<file path="src/sv/xsf_pkg.sv">
// Shared constants, opcodes and types of the XOR sprite framebuffer.
`default_nettype none

package xsf_pkg;

  // Screen size; both must be powers of two (8 to 64).
  localparam int SCREEN_WIDTH  = 64;
  localparam int SCREEN_HEIGHT = 32;

  // A row word is always 64 bits wide; columns at or past the width stay zero.
  localparam int ROW_W     = 64;
  localparam int SPRITE_W  = 8;
  localparam int COL_W     = $clog2(SCREEN_WIDTH);
  localparam int ROW_AW    = $clog2(SCREEN_HEIGHT);
  localparam int ROWIDX_W  = 5;
  // Origin row plus row index, wide enough to hold the sum without wrapping.
  localparam int SUM_W     = ((ROW_AW > ROWIDX_W) ? ROW_AW : ROWIDX_W) + 1;

  localparam logic [1:0] OP_CLEAR = 2'd0;
  localparam logic [1:0] OP_DRAW  = 2'd1;
  localparam logic [1:0] OP_READ  = 2'd2;

  typedef logic [ROW_W-1:0] row_t;

endpackage

`default_nettype wire

</file>
<file path="src/sv/xsf_ram.sv">
// Generic single-port-write, single-port-read RAM with a registered read.
`default_nettype none

module xsf_ram #(
  parameter int WIDTH = 64,
  parameter int DEPTH = 32
) (
  input  wire logic                     clk,
  input  wire logic                     we,
  input  wire logic [$clog2(DEPTH)-1:0] waddr,
  input  wire logic [WIDTH-1:0]         wdata,
  input  wire logic                     re,
  input  wire logic [$clog2(DEPTH)-1:0] raddr,
  output logic      [WIDTH-1:0]         rdata
);

  logic [WIDTH-1:0] mem [DEPTH];

  always_ff @(posedge clk) begin
    if (we) begin
      mem[waddr] <= wdata;
    end
    if (re) begin
      rdata <= mem[raddr];
    end
  end

endmodule

`default_nettype wire

</file>
<file path="src/sv/xsf_mask.sv">
// Turns one sprite row and its origin column into a clipped 64-bit row mask.
`default_nettype none

module xsf_mask (
  input  wire logic [xsf_pkg::COL_W-1:0]    col,
  input  wire logic [xsf_pkg::SPRITE_W-1:0] bits,
  output xsf_pkg::row_t                     mask
);
  import xsf_pkg::*;

  logic [SPRITE_W-1:0]       bits_rev;
  logic [ROW_W+SPRITE_W-1:0] shifted;
  row_t                      visible;

  // Bit 7 of the sprite row lands on the origin column, so reverse it first.
  always_comb begin
    for (int j = 0; j < SPRITE_W; j++) begin
      bits_rev[j] = bits[SPRITE_W-1-j];
    end
  end

  // Columns at or past the screen width fall outside the visible range.
  always_comb begin
    for (int c = 0; c < ROW_W; c++) begin
      visible[c] = (c < SCREEN_WIDTH);
    end
  end

  assign shifted = {{ROW_W{1'b0}}, bits_rev} << col;
  assign mask    = shifted[ROW_W-1:0] & visible;

endmodule

`default_nettype wire

</file>
<file path="src/sv/xor_sprite_framebuffer_top.sv">
// Top level of the XOR sprite framebuffer with collision detection.
//
//   Channel  Handshake           Payload
//   -------  ------------------  ----------------------------------------------
//   in       in_valid/in_ready   opcode, pos_x, pos_y, row_index, row_bits,
//                                last_row
//   out      out_valid/out_ready collision, row_pixels
//
// Every item passes through S_IDLE and S_EXEC: the cycle it is accepted
// issues the read of its row from the row memory, and S_EXEC then XORs the
// sprite mask into the read data and writes the row back (draws only) and
// loads the result register. A clear takes no longer than any other item,
// since a valid flag per row stands in for the memory contents; reset
// clears the flags and the collision bit at once. A result waiting in
// the output register does not block the next item from being accepted;
// the block only stalls in S_EXEC if the previous result has not been taken.
`default_nettype none

module xor_sprite_framebuffer_top (
  input  wire logic                           clk,
  input  wire logic                           rst,
  input  wire logic                           in_valid,
  output logic                                in_ready,
  input  wire logic [1:0]                     opcode,
  input  wire logic [7:0]                     pos_x,
  input  wire logic [7:0]                     pos_y,
  input  wire logic [xsf_pkg::ROWIDX_W-1:0]   row_index,
  input  wire logic [xsf_pkg::SPRITE_W-1:0]   row_bits,
  input  wire logic                           last_row,
  output logic                                out_valid,
  input  wire logic                           out_ready,
  output logic                                collision,
  output xsf_pkg::row_t                       row_pixels
);
  import xsf_pkg::*;

  localparam logic S_IDLE = 1'b0;
  localparam logic S_EXEC = 1'b1;

  logic state;

  // Fields of the item in flight.
  logic [1:0]          op_q;
  logic                last_q;
  logic                skip_q;
  logic [SPRITE_W-1:0] bits_q;
  logic [COL_W-1:0]    col_q;
  logic [ROW_AW-1:0]   row_q;

  // One flag per row: a row whose flag is low reads as all pixels off.
  logic [SCREEN_HEIGHT-1:0] row_valid;
  logic                     coll_acc;

  logic              accept;
  logic              finish;
  logic [ROW_AW-1:0] py_mod;
  logic [SUM_W-1:0]  target;
  logic [ROW_AW-1:0] rd_addr;
  row_t              ram_q;
  row_t              cur_row;
  row_t              mask;
  logic              hit;
  logic              coll_draw;
  logic              wr_en;

  assign in_ready = (state == S_IDLE);
  assign accept   = in_valid && in_ready;
  // The S_EXEC state completes once the output register is free or emptying.
  assign finish   = (state == S_EXEC) && (!out_valid || out_ready);

  // Target row of a draw; the origin is reduced, the row index is not.
  assign py_mod  = ROW_AW'(pos_y % SCREEN_HEIGHT);
  assign target  = SUM_W'(py_mod) + SUM_W'(row_index);
  assign rd_addr = (opcode == OP_DRAW) ? target[ROW_AW-1:0] : py_mod;

  xsf_ram #(
    .WIDTH (ROW_W),
    .DEPTH (SCREEN_HEIGHT)
  ) u_rows (
    .clk   (clk),
    .we    (wr_en),
    .waddr (row_q),
    .wdata (cur_row ^ mask),
    .re    (accept),
    .raddr (rd_addr),
    .rdata (ram_q)
  );

  xsf_mask u_mask (
    .col  (col_q),
    .bits (bits_q),
    .mask (mask)
  );

  // The read data holds until the next accept, so it stays good while stalled.
  assign cur_row   = row_valid[row_q] ? ram_q : '0;
  assign hit       = |(cur_row & mask);
  assign coll_draw = coll_acc || (hit && !skip_q);
  assign wr_en     = finish && (op_q == OP_DRAW) && !skip_q;

  always_ff @(posedge clk) begin
    if (accept) begin
      op_q   <= opcode;
      last_q <= last_row;
      skip_q <= (target >= SUM_W'(SCREEN_HEIGHT));
      bits_q <= row_bits;
      col_q  <= COL_W'(pos_x % SCREEN_WIDTH);
      row_q  <= rd_addr;
    end
  end

  // Sequencer, row flags and collision accumulator.
  always_ff @(posedge clk) begin
    if (rst) begin
      state     <= S_IDLE;
      row_valid <= '0;
      coll_acc  <= 1'b0;
    end else begin
      case (state)
        S_IDLE: begin
          if (accept) begin
            state <= S_EXEC;
          end
        end
        S_EXEC: begin
          if (finish) begin
            state <= S_IDLE;
            case (op_q)
              OP_CLEAR: begin
                row_valid <= '0;
                coll_acc  <= 1'b0;
              end
              OP_DRAW: begin
                if (!skip_q) begin
                  row_valid[row_q] <= 1'b1;
                end
                // The result carries this row's hit; on the last row the sprite ends here.
                coll_acc <= last_q ? 1'b0 : coll_draw;
              end
              default: begin
              end
            endcase
          end
        end
        default: begin
          state <= S_IDLE;
        end
      endcase
    end
  end

  // Output register.
  always_ff @(posedge clk) begin
    if (rst) begin
      out_valid <= 1'b0;
    end else if (finish) begin
      out_valid <= 1'b1;
    end else if (out_ready) begin
      out_valid <= 1'b0;
    end
  end

  always_ff @(posedge clk) begin
    if (finish) begin
      case (op_q)
        OP_CLEAR: begin
          collision  <= 1'b0;
          row_pixels <= '0;
        end
        OP_DRAW: begin
          collision  <= coll_draw;
          row_pixels <= '0;
        end
        OP_READ: begin
          collision  <= coll_acc;
          row_pixels <= cur_row;
        end
        default: begin
          collision  <= coll_acc;
          row_pixels <= '0;
        end
      endcase
    end
  end

endmodule

`default_nettype wire

</file>
<file path="config.mk">
export PLATFORM = sky130hd
export DESIGN_NAME = xor_sprite_framebuffer_top
export DESIGN_NICKNAME = d
export VERILOG_FILES = /design/src/sv/xsf_pkg.sv /design/src/sv/xsf_ram.sv /design/src/sv/xsf_mask.sv /design/src/sv/xor_sprite_framebuffer_top.sv
export SDC_FILE = /design/constraint.sdc
export NUM_CORES = 2
export LEC_CHECK = 0
export ABC_CLOCK_PERIOD_IN_PS = 8900
export BUFFER_PORTS_ARGS = -buffer_cell sky130_fd_sc_hd__buf_2
export CAP_MARGIN = 20
export CORE_MARGIN = 4
export CORE_UTILIZATION = 55
export CTS_CLUSTER_SIZE = 12
export DETAILED_ROUTE_END_ITERATION = 6
export PLACE_DENSITY_LB_ADDON = 0.12
export SYNTH_ARGS = -nofsm -noshare
export SYNTH_HDL_FRONTEND = slang
export SYNTH_HIERARCHICAL = 1
export SYNTH_SLANG_ARGS = --single-unit
</file>
<file path="constraint.sdc">
create_clock -name clk -period 8.9 [get_ports clk]
set_input_delay 1.78 -clock clk [delete_from_list [all_inputs] [get_ports clk]]
set_output_delay 1.78 -clock clk [all_outputs]
set_load 0.01 [all_outputs]
</file>
==> results.md <==
* Met2 WL at 103 mm
* Yosys top cell area share at 0.760
* Crit path capture: collision$_DFFE_PP_
* Number of synthesized flops with an enable pin at 2200
* CTS Root Cell: clkbuf_16
* CTS tree: yes
* CTS buffer count at around 220
* Clock transition at path regs at 0.06 ns
* Port bufs at 97
* Max Cap Viol at 0
* Layout cells sized above 1 at 0.288
* Via density at 6.75
* Async set-reset flop share out of synthesis at 0
* Grt total ovfl at 0
* Core area at around 0.16 sq mm
* Total Power at 22.2 mW
* Synth area leaders: edfxtp_1 76%, mux4_2 16%, mux2_2 1.0%
* CP startpoint: col_q[0]$_DFFE_PP_
* Post-synthesis sequential area ratio at 0.768
* Req. time, crit path at 9.48 ns
* Initial DRC count at 5482
* CP max FO at 13
* Complex-gate fraction of the synthesized area at 0.0111
* CTS resizes at 0
* WHS Path Cells at 2
* Post-synth cell types at 67
* Leakage at 31.1 nW
* Placed instance area at 0.0904 sq mm
* Syn Inst Count at 3794
* Critical path class: reg2reg
* Max clock buf depth at 3
* GRT Total Usage at 0.273
* Delay-heaviest family, CP: simple AND/OR/NAND/NOR gates
* Most numerous cell in the Yosys netlist: edfxtp_1
* Final GP Congestion at between 0.8 and 0.9
* Simple-Gate Fraction of Synth Area at 0.0236
* PwrDens at 229 mW/mm^2
* Status: finished, final reports clean
* CP arrival at 6.64 ns
* Slew HR at 0.183
* FMAX at 165 MHz
* Post-CTS setup buffer count at 0
* Synth Area in XOR/XNOR at 0.000302
* Crit path buffers/inverters at 1
* Final wirelength at 221 mm
* Adder-Cell Fraction of Synth Area at 0.0102
* Startpoint Class: flip-flop
* Post-Syn Area at slightly below 0.09 sq mm
* Setup violators final at 0
* # H-tree levels at 4
* Final worst-path cycle share at 0.680
* Hold/Removal Path Class: reg2reg
* Metal-1 WL at 91.3 mm
* Largest net degree at the start of global routing at approximately 120
* Post-synth top area cell: edfxtp_1
* Clk sink count at 2235
* Die ar. at 0.164 sq mm
* Die Y at 406 um
* Crit path depth at 10
* First-pass GRT wire length at 314 mm
* Reg2Reg Setup Slack at 2.84 ns
* Remaining DRCs at 0
* Synth-to-Final Area Change at 11.3%
* Detailed Place HPWL at 114 mm
* Clk_lat worst skew at 0.83 ns
* Number of synthesized register bits at 2235
* Mux cell area share after synthesis at 0.175
* Actual slew at the worst max-slew pin at 1.21 ns
* Worst r2r src: col_q[0]$_DFFE_PP_
* R2R Path End: collision$_DFFE_PP_
* Critical path capture point type: flip-flop
* Routed Antenna Nets at 0
* WL met3 at 21.6 mm
* Num rows at 145
* Setup Skew at 0.0340 ns
* Setup TNS Final at 0 ns
* Minimum clock period at just over 6 ns
* Final Hold Viols at 0
* DRT Pass-1 Iters at 6
* Most used cell, CP: nor4_1
* Max incr delay on CP at 1.11 ns
* I/O pins at 103
* Maximum VDD drop at around 0.2 mV
* Crit path cell chain: mux4_1 -> a221oi_1 -> buf_4 -> nor2_1 -> ha_1 -> nor4_1 -> nand4_1 -> nor4_1 -> nor4b_1 -> nand2b_1
* Hold_buf cts at 0
* YS warnings at 6
* Vias in the first global route at 41300
* Top layer in use: met5
* Max-slew violation count at 0
* Final net count at around 4100
* Post-Syn Area per Cell at between 20 and 25 sq um
* WL per Instance at 35.6 um
* Vias at approximately 42000
* Primary FF master, synth: edfxtp_1
* CP max stage cell: nor4_1
* Largest family of logic cells by synthesized area: multiplexers
* Post-Syn Nets at 3900
* Most frequent cells after synthesis: 2200 x edfxtp_1, 608 x mux4_2, 123 x nor2_1
* Die width at 406 um
* RSZ-0062 raised after global routing: false
* Initial antenna violation count at 13
* Initial Utilization at 0.555
* Post-route cell area at 0.0968 sq mm
* Worst Reg2Reg Path Length in Cells at 10
worst reg2reg max path, cell delays in order (launching register included):
cell and delay, ns:
edfxtp_1 0.71, mux4_1 0.75, a221oi_1 0.92, buf_4 0.25
nor2_1 0.09, ha_1 0.24, nor4_1 0.83, nand4_1 0.51
nor4_1 1.11, nor4b_1 0.17, nand2b_1 0.21
metrics by stage:
step,hold WS (ns),worst slack (ns),utilization,cells
2_1_floorplan,0.431,0.896,-,3794
3_3_place_gp,0.445,2.68,0.577,5849
3_5_place_dp,0.455,2.67,0.577,5850
4_1_cts,0.470,2.97,0.618,6208
5_1_grt,0.491,2.73,0.618,6208
6_report,0.468,2.84,0.618,6213
report_power, final:
group          switching, mW  leakage [nW]  internal, mW
combinational           1.01          7.52         0.726
sequential            0.0760          20.5          11.9
clock                   3.84          3.10          4.64
layout make-up:
type                            count  area (sq um)
Clock inverter                     80           611
Timing Repair Buffer              202          1590
Sequential cell                  2235         66800
Multi-Input combinational cell   1346         19400
Clock buffer                      278          5780
Antenna cell                        5          12.5
Inverter                            9          33.8
Fill cell                       10700         59900
Tap cell                         2058          2570
logic make-up after synthesis:
group                    count (synthesis)
multiplexers                           745
flip-flops                            2235
XOR/XNOR                                 3
AND/OR/NAND/NOR                        384
AO/OA/AOI/OAI                          144
adder cells (fa/ha/maj)                 70
buffers and inverters                  213
per-layer routing:
layer	vias up	global-route usage
met5	-	0
met4	4	0.0682
met3	326	0.0500
met2	2189	0.412
met1	22900	0.422
li1	16500	-
how the worst min path moves through the flow:
stage / start / end / slack [ns]
3_5_place_dp: row_valid[14]$_SDFFE_PP0P_ / row_valid[14]$_SDFFE_PP0P_ / 0.45
4_1_cts: row_valid[23]$_SDFFE_PP0P_ / row_valid[23]$_SDFFE_PP0P_ / 0.47
2_1_floorplan: row_valid[18]$_SDFFE_PP0P_ / row_valid[18]$_SDFFE_PP0P_ / 0.43
6_report: row_valid[14]$_SDFFE_PP0P_ / row_valid[14]$_SDFFE_PP0P_ / 0.47
5_1_grt: row_valid[31]$_SDFFE_PP0P_ / row_valid[31]$_SDFFE_PP0P_ / 0.49
3_3_place_gp: row_valid[6]$_SDFFE_PP0P_ / row_valid[6]$_SDFFE_PP0P_ / 0.45
state kept, by name, indices dropped and copies added (netlist names):
| register | count |
|---|---|
| op_q | 2 |
| row_q | 5 |
| bits_q | 8 |
| col_q | 6 |
| last_q | 1 |
| skip_q | 1 |
| row_pixels | 64 |
| state | 1 |
| coll_acc | 1 |
| row_valid | 32 |
| collision | 1 |
| out_valid | 1 |
| u_rows/mem | 2048 |
| u_rows/rdata | 64 |
layout by cell type, fill, tap and decap left out, drive strengths merged, types with 3 or more instances in the layout:
cell | synthesis | layout
o221ai | 3 | 3
or3b | 3 | 3
nand2 | 21 | 21
o211ai | 4 | 4
ha | 69 | 69
mux4 | 609 | 609
nor2 | 123 | 123
nand3 | 13 | 13
and3 | 67 | 67
edfxtp | 2200 | 2200
nand3b | 8 | 8
bufinv | 0 | 3
nand4 | 6 | 6
o31ai | 8 | 8
a21oi | 39 | 39
a22oi | 5 | 5
clkbuf | 83 | 278
o2bb2ai | 4 | 4
mux2i | 55 | 55
nand2b | 14 | 14
o31a | 3 | 3
clkinv | 1 | 66
inv | 8 | 18
mux2 | 81 | 81
nor4 | 19 | 19
buf | 121 | 202
o21ai | 18 | 18
a31oi | 5 | 5
a221oi | 13 | 13
nor3 | 14 | 14
nor2b | 17 | 17
diode | 0 | 5
a211oi | 4 | 4
dfxtp | 35 | 35
nor3b | 3 | 3
o22a | 3 | 3
o22ai | 21 | 21
and2 | 70 | 70
Note: power is estimated with default switching activity, not from simulation.
